## config.mk

```make
export PLATFORM = sky130hd
export DESIGN_NAME = weight_hold_step_sequencer_top_flat
export DESIGN_NICKNAME = d
export VERILOG_FILES = /design/src/rtl/whs_pkg.sv /design/src/rtl/whs_if.sv /design/src/rtl/whs_step_mem.sv /design/src/rtl/weight_hold_step_sequencer_top.sv /design/src/flat_wrapper.sv
export SDC_FILE = /design/constraint.sdc
export NUM_CORES = 2
export LEC_CHECK = 0
export ABC_AREA = 1
export BUFFER_PORTS_ARGS = -buffer_cell sky130_fd_sc_hd__buf_2
export CORE_UTILIZATION = 50
export DETAILED_ROUTE_END_ITERATION = 8
export GPL_TIMING_DRIVEN = 1
export PLACE_DENSITY = 0.66
export SLEW_MARGIN = 10
export SYNTH_ARGS = -nofsm -noshare
export SYNTH_HDL_FRONTEND = slang
export SYNTH_SLANG_ARGS = --single-unit
```

## constraint.sdc

```tcl
create_clock -name clk -period 9.4 [get_ports clk]
set_clock_uncertainty 0.05 [all_clocks]
set_input_delay 0.94 -clock clk [delete_from_list [all_inputs] [get_ports clk]]
set_output_delay 0.94 -clock clk [all_outputs]
set_load 0.1 [all_outputs]
```

## src/rtl/whs_pkg.sv

```systemverilog
// Package for the weight hold step sequencer: field widths, request,
// step kind, phase and register codes, and the packed step table entry.
// No dependencies; every other file of the block takes names from here.
package whs_pkg;

    // Table depth default and fixed field widths
    localparam int MAX_STEPS_DEF = 16;
    localparam int STEP_W        = 4;
    localparam int WEIGHT_W      = 32;
    localparam int BAND_W        = 31;
    localparam int TIME_W        = 32;
    localparam int CFG_IDX_W     = 1;
    localparam int CFG_DATA_W    = 4;

    // Configuration register indexes
    typedef enum logic [CFG_IDX_W-1:0] {
        CFG_STEP_COUNT = 1'b0,
        CFG_REPEAT     = 1'b1
    } cfg_reg_t;

    // Request codes carried in req_type
    typedef enum logic {
        REQ_LOAD   = 1'b0,
        REQ_SAMPLE = 1'b1
    } req_kind_t;

    // Step kinds
    typedef enum logic {
        KIND_WAIT = 1'b0,
        KIND_HOLD = 1'b1
    } step_kind_t;

    // Step phase: start, drive across target, timed hold
    typedef enum logic [1:0] {
        PH_START = 2'd0,
        PH_SEEK  = 2'd1,
        PH_HOLD  = 2'd2
    } phase_t;

    // One program step as stored in the step table
    typedef struct packed {
        step_kind_t                 kind;
        logic signed [WEIGHT_W-1:0] target;
        logic [BAND_W-1:0]          band;
        logic [TIME_W-1:0]          hold_ms;
    } step_entry_t;

    // One accepted request as held in the input register
    typedef struct packed {
        req_kind_t                  req_type;
        logic [STEP_W-1:0]          step_slot;
        step_entry_t                entry;
        logic signed [WEIGHT_W-1:0] weight;
        logic [TIME_W-1:0]          now_ms;
    } req_item_t;

endpackage

```

## src/rtl/whs_if.sv

```systemverilog
// Valid/ready channel interfaces for the request and result sides of the
// weight hold step sequencer. Depends on whs_pkg for field widths.
interface whs_req_if;
    logic                               valid;
    logic                               ready;
    logic                               req_type;
    logic [whs_pkg::STEP_W-1:0]         step_slot;
    logic                               step_kind;
    logic signed [whs_pkg::WEIGHT_W-1:0] step_target;
    logic [whs_pkg::BAND_W-1:0]         step_band;
    logic [whs_pkg::TIME_W-1:0]         step_hold_ms;
    logic signed [whs_pkg::WEIGHT_W-1:0] weight;
    logic [whs_pkg::TIME_W-1:0]         now_ms;

    modport source (
        output valid, req_type, step_slot, step_kind, step_target, step_band,
               step_hold_ms, weight, now_ms,
        input  ready
    );
    modport sink (
        input  valid, req_type, step_slot, step_kind, step_target, step_band,
               step_hold_ms, weight, now_ms,
        output ready
    );
endinterface

interface whs_rsp_if;
    logic                       valid;
    logic                       ready;
    logic                       water;
    logic                       step_done;
    logic                       protocol_done;
    logic [whs_pkg::STEP_W-1:0] current_step;

    modport source (
        output valid, water, step_done, protocol_done, current_step,
        input  ready
    );
    modport sink (
        input  valid, water, step_done, protocol_done, current_step,
        output ready
    );
endinterface

```

## src/rtl/whs_step_mem.sv

```systemverilog
// Step table memory: one write port, one read port with registered data.
// A write to the address being read is forwarded to the read data.
// Depends on whs_pkg for the entry type.
module whs_step_mem #(
    parameter int DEPTH = whs_pkg::MAX_STEPS_DEF
) (
    input  logic                                     clk,
    input  logic                                     wr_en,
    input  logic [((DEPTH > 1) ? $clog2(DEPTH) : 1)-1:0] wr_addr,
    input  whs_pkg::step_entry_t                     wr_data,
    input  logic [((DEPTH > 1) ? $clog2(DEPTH) : 1)-1:0] rd_addr,
    output whs_pkg::step_entry_t                     rd_data
);

    whs_pkg::step_entry_t step_mem [DEPTH];
    whs_pkg::step_entry_t rd_data_reg;

    // Write the table
    always_ff @(posedge clk)
    begin
        if (wr_en)
        begin
            step_mem[wr_addr] <= wr_data;
        end
    end

    // Read every cycle, forward a same-address write
    always_ff @(posedge clk)
    begin
        if (wr_en && (wr_addr == rd_addr))
        begin
            rd_data_reg <= wr_data;
        end
        else
        begin
            rd_data_reg <= step_mem[rd_addr];
        end
    end

    assign rd_data = rd_data_reg;

endmodule

```

## src/rtl/weight_hold_step_sequencer_top.sv

```systemverilog
// Weight hold step sequencer, top level: input register, step evaluation,
// result register and program state. Depends on whs_pkg, whs_if and
// whs_step_mem.
//
// Usage:
//   req carries transactions of two kinds. A load (req_type 0) writes one
//   program step into the step table at step_slot. A sample (req_type 1)
//   runs the active step against weight and now_ms.
//   rsp returns exactly one transaction per request: water, step_done,
//   protocol_done and the step pointer after the request.
//   cfg_we/cfg_index/cfg_data write step_count and repeat_program; write
//   them only while no request is in flight.
// Pipeline: an accepted request waits in the input register, is evaluated
//   from there, and its result is captured in the result register once
//   that register is empty or its result is being taken by rsp.
// Throughput: one request per cycle while rsp is ready. The step table
//   read for the next request starts at the edge updating the step pointer.
// Reset: pointer, phase, timer and flags clear, step_count is 1,
//   repeat_program is 0. The step table is not cleared; load every step
//   that the program runs before the first sample.
// Stall: when rsp is held not ready, the result register holds, one more
//   request is taken into the input register, then req.ready drops.
module weight_hold_step_sequencer_top #(
    parameter int MAX_STEPS = whs_pkg::MAX_STEPS_DEF
) (
    input  logic                            clk,
    input  logic                            rst_n,
    whs_req_if.sink                         req,
    whs_rsp_if.source                       rsp,
    input  logic                            cfg_we,
    input  logic [whs_pkg::CFG_IDX_W-1:0]   cfg_index,
    input  logic [whs_pkg::CFG_DATA_W-1:0]  cfg_data
);

    localparam int AW = (MAX_STEPS > 1) ? $clog2(MAX_STEPS) : 1;
    localparam int CW = (AW + 1 > whs_pkg::STEP_W + 1) ? AW + 1 : whs_pkg::STEP_W + 1;
    localparam logic [CW-1:0] DEPTH_C = CW'(MAX_STEPS);
    localparam int MOD_STEPS = 8;
    localparam int XW = whs_pkg::WEIGHT_W + 2;

    // Reduce a step pointer to a table address by repeated subtraction
    function automatic logic [AW-1:0] slot_addr(input logic [whs_pkg::STEP_W-1:0] p);
        logic [CW-1:0] v;
        v = CW'(p);
        for (int i = 0; i < MOD_STEPS; i++)
        begin
            if (v >= DEPTH_C)
            begin
                v = v - DEPTH_C;
            end
        end
        return v[AW-1:0];
    endfunction

    // Pipeline control
    logic                  in_valid_reg;
    whs_pkg::req_item_t    item_reg;
    logic                  rsp_valid_reg;
    logic                  advance;

    // Result registers
    logic                        water_reg;
    logic                        step_done_reg;
    logic                        pdone_reg;
    logic [whs_pkg::STEP_W-1:0]  cur_step_reg;

    // Program state and configuration
    logic [whs_pkg::STEP_W-1:0]  ptr_reg, ptr_next;
    logic                        completed_reg, completed_next;
    whs_pkg::phase_t             phase_reg, phase_next;
    logic [whs_pkg::TIME_W-1:0]  timer_reg, timer_next;
    logic                        heavier_reg, heavier_next;
    logic [whs_pkg::STEP_W-1:0]  count_reg, count_next;
    logic                        repeat_reg, repeat_next;

    // Step table
    whs_pkg::step_entry_t        entry;
    logic                        tbl_we;
    logic [AW-1:0]               tbl_rd_addr;
    logic [whs_pkg::STEP_W-1:0]  ptr_upd;

    // Evaluation terms
    logic                        pdone_cur;
    logic                        run;
    logic [whs_pkg::STEP_W-1:0]  ptr0;
    logic [whs_pkg::STEP_W-1:0]  ptr_inc;
    logic                        end_of_prog;
    logic signed [XW-1:0]        w_x, tgt_x, band_x, hi_x, lo_x;
    logic                        in_band;
    logic                        below_lo;
    logic                        dur_zero;
    logic                        timer_done;
    logic                        at_start;
    whs_pkg::phase_t             hold_phase;
    logic                        heavier_eff;
    logic                        crossed;
    logic                        hold_elapsed;
    logic                        fire;
    logic                        water_c;
    logic                        pdone_out;

    // Handshake: move the input register into the result register
    assign advance   = in_valid_reg && (!rsp_valid_reg || rsp.ready);
    assign req.ready = !in_valid_reg || advance;

    always_ff @(posedge clk or negedge rst_n)
    begin
        if (!rst_n)
        begin
            in_valid_reg <= 1'b0;
        end
        else if (req.ready)
        begin
            in_valid_reg <= req.valid;
        end
    end

    // Capture the request payload
    always_ff @(posedge clk)
    begin
        if (req.valid && req.ready)
        begin
            item_reg.req_type      <= whs_pkg::req_kind_t'(req.req_type);
            item_reg.step_slot     <= req.step_slot;
            item_reg.entry.kind    <= whs_pkg::step_kind_t'(req.step_kind);
            item_reg.entry.target  <= req.step_target;
            item_reg.entry.band    <= req.step_band;
            item_reg.entry.hold_ms <= req.step_hold_ms;
            item_reg.weight        <= req.weight;
            item_reg.now_ms        <= req.now_ms;
        end
    end

    // Step table, addressed by the pointer the next request will see
    assign tbl_we = advance && (item_reg.req_type == whs_pkg::REQ_LOAD)
                    && (CW'(item_reg.step_slot) < DEPTH_C);
    assign ptr_upd = advance ? ptr_next : ptr_reg;
    assign tbl_rd_addr = slot_addr((ptr_upd >= count_next) ? '0 : ptr_upd);

    whs_step_mem #(
        .DEPTH (MAX_STEPS)
    ) u_step_mem (
        .clk     (clk),
        .wr_en   (tbl_we),
        .wr_addr (AW'(item_reg.step_slot)),
        .wr_data (item_reg.entry),
        .rd_addr (tbl_rd_addr),
        .rd_data (entry)
    );

    // Configuration next values
    always_comb
    begin
        count_next  = count_reg;
        repeat_next = repeat_reg;
        if (cfg_we)
        begin
            unique case (whs_pkg::cfg_reg_t'(cfg_index))
                whs_pkg::CFG_STEP_COUNT: count_next  = cfg_data[whs_pkg::STEP_W-1:0];
                whs_pkg::CFG_REPEAT:     repeat_next = cfg_data[0];
                default: ;
            endcase
        end
    end

    // Evaluate the active step
    always_comb
    begin
        pdone_cur   = completed_reg && !repeat_reg;
        run         = (item_reg.req_type == whs_pkg::REQ_SAMPLE) && !pdone_cur;
        ptr0        = (ptr_reg >= count_reg) ? '0 : ptr_reg;
        ptr_inc     = ptr0 + whs_pkg::STEP_W'(1);
        end_of_prog = ptr_inc >= count_reg;

        w_x      = XW'(item_reg.weight);
        tgt_x    = XW'(entry.target);
        band_x   = signed'(XW'(entry.band));
        hi_x     = tgt_x + band_x;
        lo_x     = tgt_x - band_x;
        in_band  = (w_x <= hi_x) && (w_x >= lo_x);
        below_lo = w_x < lo_x;

        dur_zero   = entry.hold_ms == '0;
        timer_done = (item_reg.now_ms - timer_reg) >= entry.hold_ms;
        at_start   = phase_reg == whs_pkg::PH_START;

        hold_phase   = phase_reg;
        heavier_eff  = heavier_reg;
        hold_elapsed = timer_done;
        if (at_start)
        begin
            hold_elapsed = dur_zero;
            if (in_band)
            begin
                hold_phase = whs_pkg::PH_HOLD;
            end
            else
            begin
                hold_phase  = whs_pkg::PH_SEEK;
                heavier_eff = item_reg.weight <= entry.target;
            end
        end
        crossed = heavier_eff ? (item_reg.weight > entry.target)
                              : (item_reg.weight < entry.target);
    end

    // Outputs of the step: finish and water request
    always_comb
    begin
        fire    = 1'b0;
        water_c = 1'b0;
        if (run)
        begin
            if (entry.kind == whs_pkg::KIND_WAIT)
            begin
                fire = dur_zero || (!at_start && timer_done);
            end
            else
            begin
                unique case (hold_phase)
                    whs_pkg::PH_SEEK:
                    begin
                        fire    = crossed && dur_zero;
                        water_c = !crossed && (entry.target > item_reg.weight);
                    end
                    whs_pkg::PH_HOLD:
                    begin
                        fire    = hold_elapsed;
                        water_c = !hold_elapsed && below_lo;
                    end
                    default: ;
                endcase
            end
        end
        pdone_out = pdone_cur || (fire && end_of_prog && !repeat_reg);
    end

    // Next program state
    always_comb
    begin
        phase_next     = phase_reg;
        timer_next     = timer_reg;
        heavier_next   = heavier_reg;
        ptr_next       = ptr_reg;
        completed_next = completed_reg;
        if (run)
        begin
            ptr_next = ptr0;
            if (entry.kind == whs_pkg::KIND_WAIT)
            begin
                if (!dur_zero && at_start)
                begin
                    timer_next = item_reg.now_ms;
                    phase_next = whs_pkg::PH_SEEK;
                end
            end
            else
            begin
                heavier_next = heavier_eff;
                phase_next   = hold_phase;
                if (at_start && in_band)
                begin
                    timer_next = item_reg.now_ms;
                end
                if ((hold_phase == whs_pkg::PH_SEEK) && crossed && !dur_zero)
                begin
                    timer_next = item_reg.now_ms;
                    phase_next = whs_pkg::PH_HOLD;
                end
            end
            if (fire)
            begin
                phase_next = whs_pkg::PH_START;
                ptr_next   = ptr_inc;
                if (end_of_prog)
                begin
                    completed_next = 1'b1;
                    if (repeat_reg)
                    begin
                        ptr_next = '0;
                    end
                end
            end
        end
    end

    // Hold program state and configuration
    always_ff @(posedge clk or negedge rst_n)
    begin
        if (!rst_n)
        begin
            ptr_reg       <= '0;
            completed_reg <= 1'b0;
            phase_reg     <= whs_pkg::PH_START;
            timer_reg     <= '0;
            heavier_reg   <= 1'b0;
            count_reg     <= whs_pkg::STEP_W'(1);
            repeat_reg    <= 1'b0;
        end
        else
        begin
            count_reg  <= count_next;
            repeat_reg <= repeat_next;
            if (advance)
            begin
                ptr_reg       <= ptr_next;
                completed_reg <= completed_next;
                phase_reg     <= phase_next;
                timer_reg     <= timer_next;
                heavier_reg   <= heavier_next;
            end
        end
    end

    // Result valid: set on advance, drop when taken
    always_ff @(posedge clk or negedge rst_n)
    begin
        if (!rst_n)
        begin
            rsp_valid_reg <= 1'b0;
        end
        else if (advance)
        begin
            rsp_valid_reg <= 1'b1;
        end
        else if (rsp.ready)
        begin
            rsp_valid_reg <= 1'b0;
        end
    end

    // Result payload
    always_ff @(posedge clk)
    begin
        if (advance)
        begin
            water_reg     <= water_c;
            step_done_reg <= fire;
            pdone_reg     <= pdone_out;
            cur_step_reg  <= ptr_next;
        end
    end

    assign rsp.valid         = rsp_valid_reg;
    assign rsp.water         = water_reg;
    assign rsp.step_done     = step_done_reg;
    assign rsp.protocol_done = pdone_reg;
    assign rsp.current_step  = cur_step_reg;

endmodule

```

## src/flat_wrapper.sv

```systemverilog
// flat-port wrapper written by rule: the top's interface ports become plain ports
module weight_hold_step_sequencer_top_flat 
#(
    parameter int MAX_STEPS = whs_pkg::MAX_STEPS_DEF
)
  (clk, rst_n, cfg_we, cfg_index, cfg_data, req_valid, req_req_type, req_step_slot, req_step_kind, req_step_target, req_step_band, req_step_hold_ms, req_weight, req_now_ms, req_ready, rsp_valid, rsp_water, rsp_step_done, rsp_protocol_done, rsp_current_step, rsp_ready);
  whs_req_if req_i ();
  whs_rsp_if rsp_i ();
  input  logic clk;
  input  logic rst_n;
  input  logic cfg_we;
  input  logic [whs_pkg::CFG_IDX_W-1:0] cfg_index;
  input  logic [whs_pkg::CFG_DATA_W-1:0] cfg_data;
  input wire logic [$bits(req_i.valid)-1:0] req_valid;
  input wire logic [$bits(req_i.req_type)-1:0] req_req_type;
  input wire logic [$bits(req_i.step_slot)-1:0] req_step_slot;
  input wire logic [$bits(req_i.step_kind)-1:0] req_step_kind;
  input wire logic [$bits(req_i.step_target)-1:0] req_step_target;
  input wire logic [$bits(req_i.step_band)-1:0] req_step_band;
  input wire logic [$bits(req_i.step_hold_ms)-1:0] req_step_hold_ms;
  input wire logic [$bits(req_i.weight)-1:0] req_weight;
  input wire logic [$bits(req_i.now_ms)-1:0] req_now_ms;
  output wire logic [$bits(req_i.ready)-1:0] req_ready;
  output wire logic [$bits(rsp_i.valid)-1:0] rsp_valid;
  output wire logic [$bits(rsp_i.water)-1:0] rsp_water;
  output wire logic [$bits(rsp_i.step_done)-1:0] rsp_step_done;
  output wire logic [$bits(rsp_i.protocol_done)-1:0] rsp_protocol_done;
  output wire logic [$bits(rsp_i.current_step)-1:0] rsp_current_step;
  input wire logic [$bits(rsp_i.ready)-1:0] rsp_ready;
  assign req_i.valid = req_valid;
  assign req_i.req_type = req_req_type;
  assign req_i.step_slot = req_step_slot;
  assign req_i.step_kind = req_step_kind;
  assign req_i.step_target = req_step_target;
  assign req_i.step_band = req_step_band;
  assign req_i.step_hold_ms = req_step_hold_ms;
  assign req_i.weight = req_weight;
  assign req_i.now_ms = req_now_ms;
  assign req_ready = req_i.ready;
  assign rsp_valid = rsp_i.valid;
  assign rsp_water = rsp_i.water;
  assign rsp_step_done = rsp_i.step_done;
  assign rsp_protocol_done = rsp_i.protocol_done;
  assign rsp_current_step = rsp_i.current_step;
  assign rsp_i.ready = rsp_ready;
  weight_hold_step_sequencer_top #(.MAX_STEPS(MAX_STEPS)) u_core (.clk(clk), .rst_n(rst_n), .req(req_i), .rsp(rsp_i), .cfg_we(cfg_we), .cfg_index(cfg_index), .cfg_data(cfg_data));
endmodule
```

==> impl_results.md <==
- Warnings, synthesis: 0
- Achievable Freq: 114 MHz
- Hold WC Path Type: input port to async pin
- Worst slew margin: 27.7%
- DP HPWL: 115000 um
- Met3 usage: 4.83%
- Largest vdd supply drop: 0.310 mV
- Buffer depth of the longest clock path: 3
- GR Util met2: 43.5%
- H-Tree Depth: 4
- Synth Register Bits: 1759
- Num CTS Buffers: 179
- Post-synth EDFFs: 1708
- Setup TNS: 0 ns
- Syn nets: 6383
- Most used cell, CP: nand2_1
- Row cnt: 141
- Post-synthesis sequential area ratio: 70.3%
- Max FFs per register: 1536
- Final Hold Viols: 0
- Port bufs: 183
- Wirelength per Cell: 25.4 um
- Die area: 151000 um^2
- Post-synth top area share: 68.6%
- Post-route cell area: 83400 um^2
- CTS Sinks: 1759
- CP required: 10.07 ns
- Final Util: 56.4%
- Largest net degree at the start of global routing: 190
- Post-synth ARST share: 2.67%
- Slowest-stage cell, CP: dfxtp_4
- Placed Area: 78000 um^2
- Core ar.: 148000 um^2
- PwrDens: 336 nW/um^2
- Critical path type: register to register
- Endpoints failing setup: 0
- Antenna-violating nets left: 0
- Top FF cell, synth: edfxtp_1
- Final wirelength: 207000 um
- Clock latency on the worst-skew pair: 0.83 ns
- Max Cap Violations: 0
- DRC violation count after routing: 0
- CTS tree: yes
- Synth area leaders: edfxtp_1, o21ai_0, nor2_1
- Final Power: 0.0281 W
- Slowest stage delay, CP: 0.49 ns
- DR iter-0 viols: 5337
- Most frequent cells in the layout: edfxtp_1, nor2_1, o21ai_0
- Routed vias/inst: 6.01
- Total track usage: 27.1%
- Most common cell after layout, fill and taps aside: edfxtp_1
- Max Slew Vio Count: 0
- First-pass GRT wire length: 303000 um
- GRT Max-Usage Layer: met2
- Grt met1 use: 37.4%
- Critical Path Fanout Max: 152
- Mean Syn Cell Area: 12.5 um^2
- CTS root buffer: clkbuf_16
- Critical path startpoint category: register
- GRT Residual Overflow: 0
- Mapped Cells: 5969
- CTS Hold Bufs: 0
- DIE WIDTH: 389 um
- Area Overhead vs Synth: 11.6%
- Reg clk slew, reported paths: 0.06 ns
- Crit path capture type: register
- Synthesized area: 74800 um^2
- # IOs: 184
- Leak Pwr: 29.3 nW
- Pre-antenna DRT Iters: 7
- Initial Util: 50.5%
- Placed instance count: 7846
- Outcome: complete, no violations
- Layout Nets: 6511
- Distinct cells, synth: 47
- Layout cells sized above 1: 8.95%
- Routability cong.: 0.904
- Routed vias: 49100
- Arrival @ worst endpoint: 9.41 ns
- Final cycle utilization of the critical path: 93.0%
- Die Y: 389 um
- Worst Tran Pin Value: 1.09 ns
- Initial antenna violation count: 15
- Fin cells: 8170
- Unrepaired setup endpoints after global routing: false
- Crit path time final: 8.74 ns
- Largest area contributor in the netlist: edfxtp_1
- Vias in the first global route: 46800
synth_stat cells (3+ instances only):
cell type,n
ha_1,236
clkbuf_1,281
nand2_1,383
buf_1,18
inv_1,305
a31oi_1,12
buf_2,33
o21bai_1,8
o21a_1,9
a21o_1,4
buf_6,3
nor2_1,1044
o21ai_0,835
o221ai_1,203
o211ai_1,182
fa_1,3
edfxtp_1,1708
a21oi_1,207
o21ai_1,10
nor4_1,9
a21boi_1,3
nand3_1,184
a21boi_0,10
dfxtp_1,4
buf_4,7
dfrtp_1,46
o22ai_1,78
nand4_1,16
nand3b_1,3
xor2_1,76
xnor2_1,13
nor3_1,11
a21oi_2,6
path summary, 6_finish.rpt:
| path | startpoint | endpoint | slack [ns] | cells past startpoint |
|---|---|---|---|---|
| setup / recovery | register | register | 0.66 | 47 |
| hold / removal | rst_n | u_core.rsp.valid | 0.17 | 2 |
| setup reg to reg | register | register | 0.66 | 47 |
| hold reg to reg | u_core.completed_reg | u_core.completed_reg | 0.42 | 2 |
| max in group asynchronous | rst_n | u_core.timer_reg[31] | 8.63 | 2 |
| min in group clk | req_step_target[12] | u_core.item_reg[139] | 0.23 | 1 |
layout make-up:
type                       instances  area, um^2
multi-input combinational       3559       19800
fill                           11800       64600
sequential                      1759       52600
antenna                            4        10.0
clock buffer                     231        4690
tap                             1930        2410
inverter                         309        1190
timing repair buffer             289        1970
clock inverter                    89         778
cells by family after synthesis:
kind of cell             Yosys count  share of synthesized area (%)
adder cells (fa/ha/maj)          239                           4.03
AO/OA/AOI/OAI                   1574                           12.5
XOR/XNOR                          89                           1.04
AND/OR/NAND/NOR                 1657                           8.78
flip-flops                      1759                           70.3
buffers and inverters            651                           3.39
routing by layer:
layer / wire length (um) / share of wire [%] / vias up
li1: - / - / 22200
met1: 85600 / 41 / 24300
met2: 97600 / 47 / 2186
met3: 17900 / 8.7 / 364
met4: 6190 / 3.0 / 10
met5: 57 / 0.027 / -
repair_timing:
| action | in CTS | in global routing |
|---|---|---|
| buffers inserted | 0 | 0 |
| endpoints found under the setup margin | 0 | 2 |
| resized for setup | 0 | 1 |
report_power, final:
group	internal, W	total [W]	switching (W)
Sequential	0.00888	0.00912	0.000238
Clock	0.00366	0.00666	0.00300
Combinational	0.00395	0.0123	0.00832
critical path, delay by kind of cell (launching register included):
kind | cells | cell delay [ns]
AO/OA/AOI/OAI | 14 | 3.23
AND/OR/NAND/NOR | 24 | 2.86
adder cells (fa/ha/maj) | 3 | 0.85
buffers and inverters | 5 | 0.72
flip-flops | 1 | 0.49
XOR/XNOR | 1 | 0.16
per-stage QoR:
| stage | hold WS [ns] | setup WS, ns |
|---|---|---|
| 5_1_grt | 0.187 | 0.0343 |
| 2_1_floorplan | 0.390 | 1.78 |
| 3_5_place_dp | 0.412 | 0.891 |
| 6_report | 0.175 | 0.660 |
| 4_1_cts | 0.166 | 0.861 |
| 3_3_place_gp | 0.405 | 1.06 |
No activity file was read; power rests on OpenSTA's default activity.
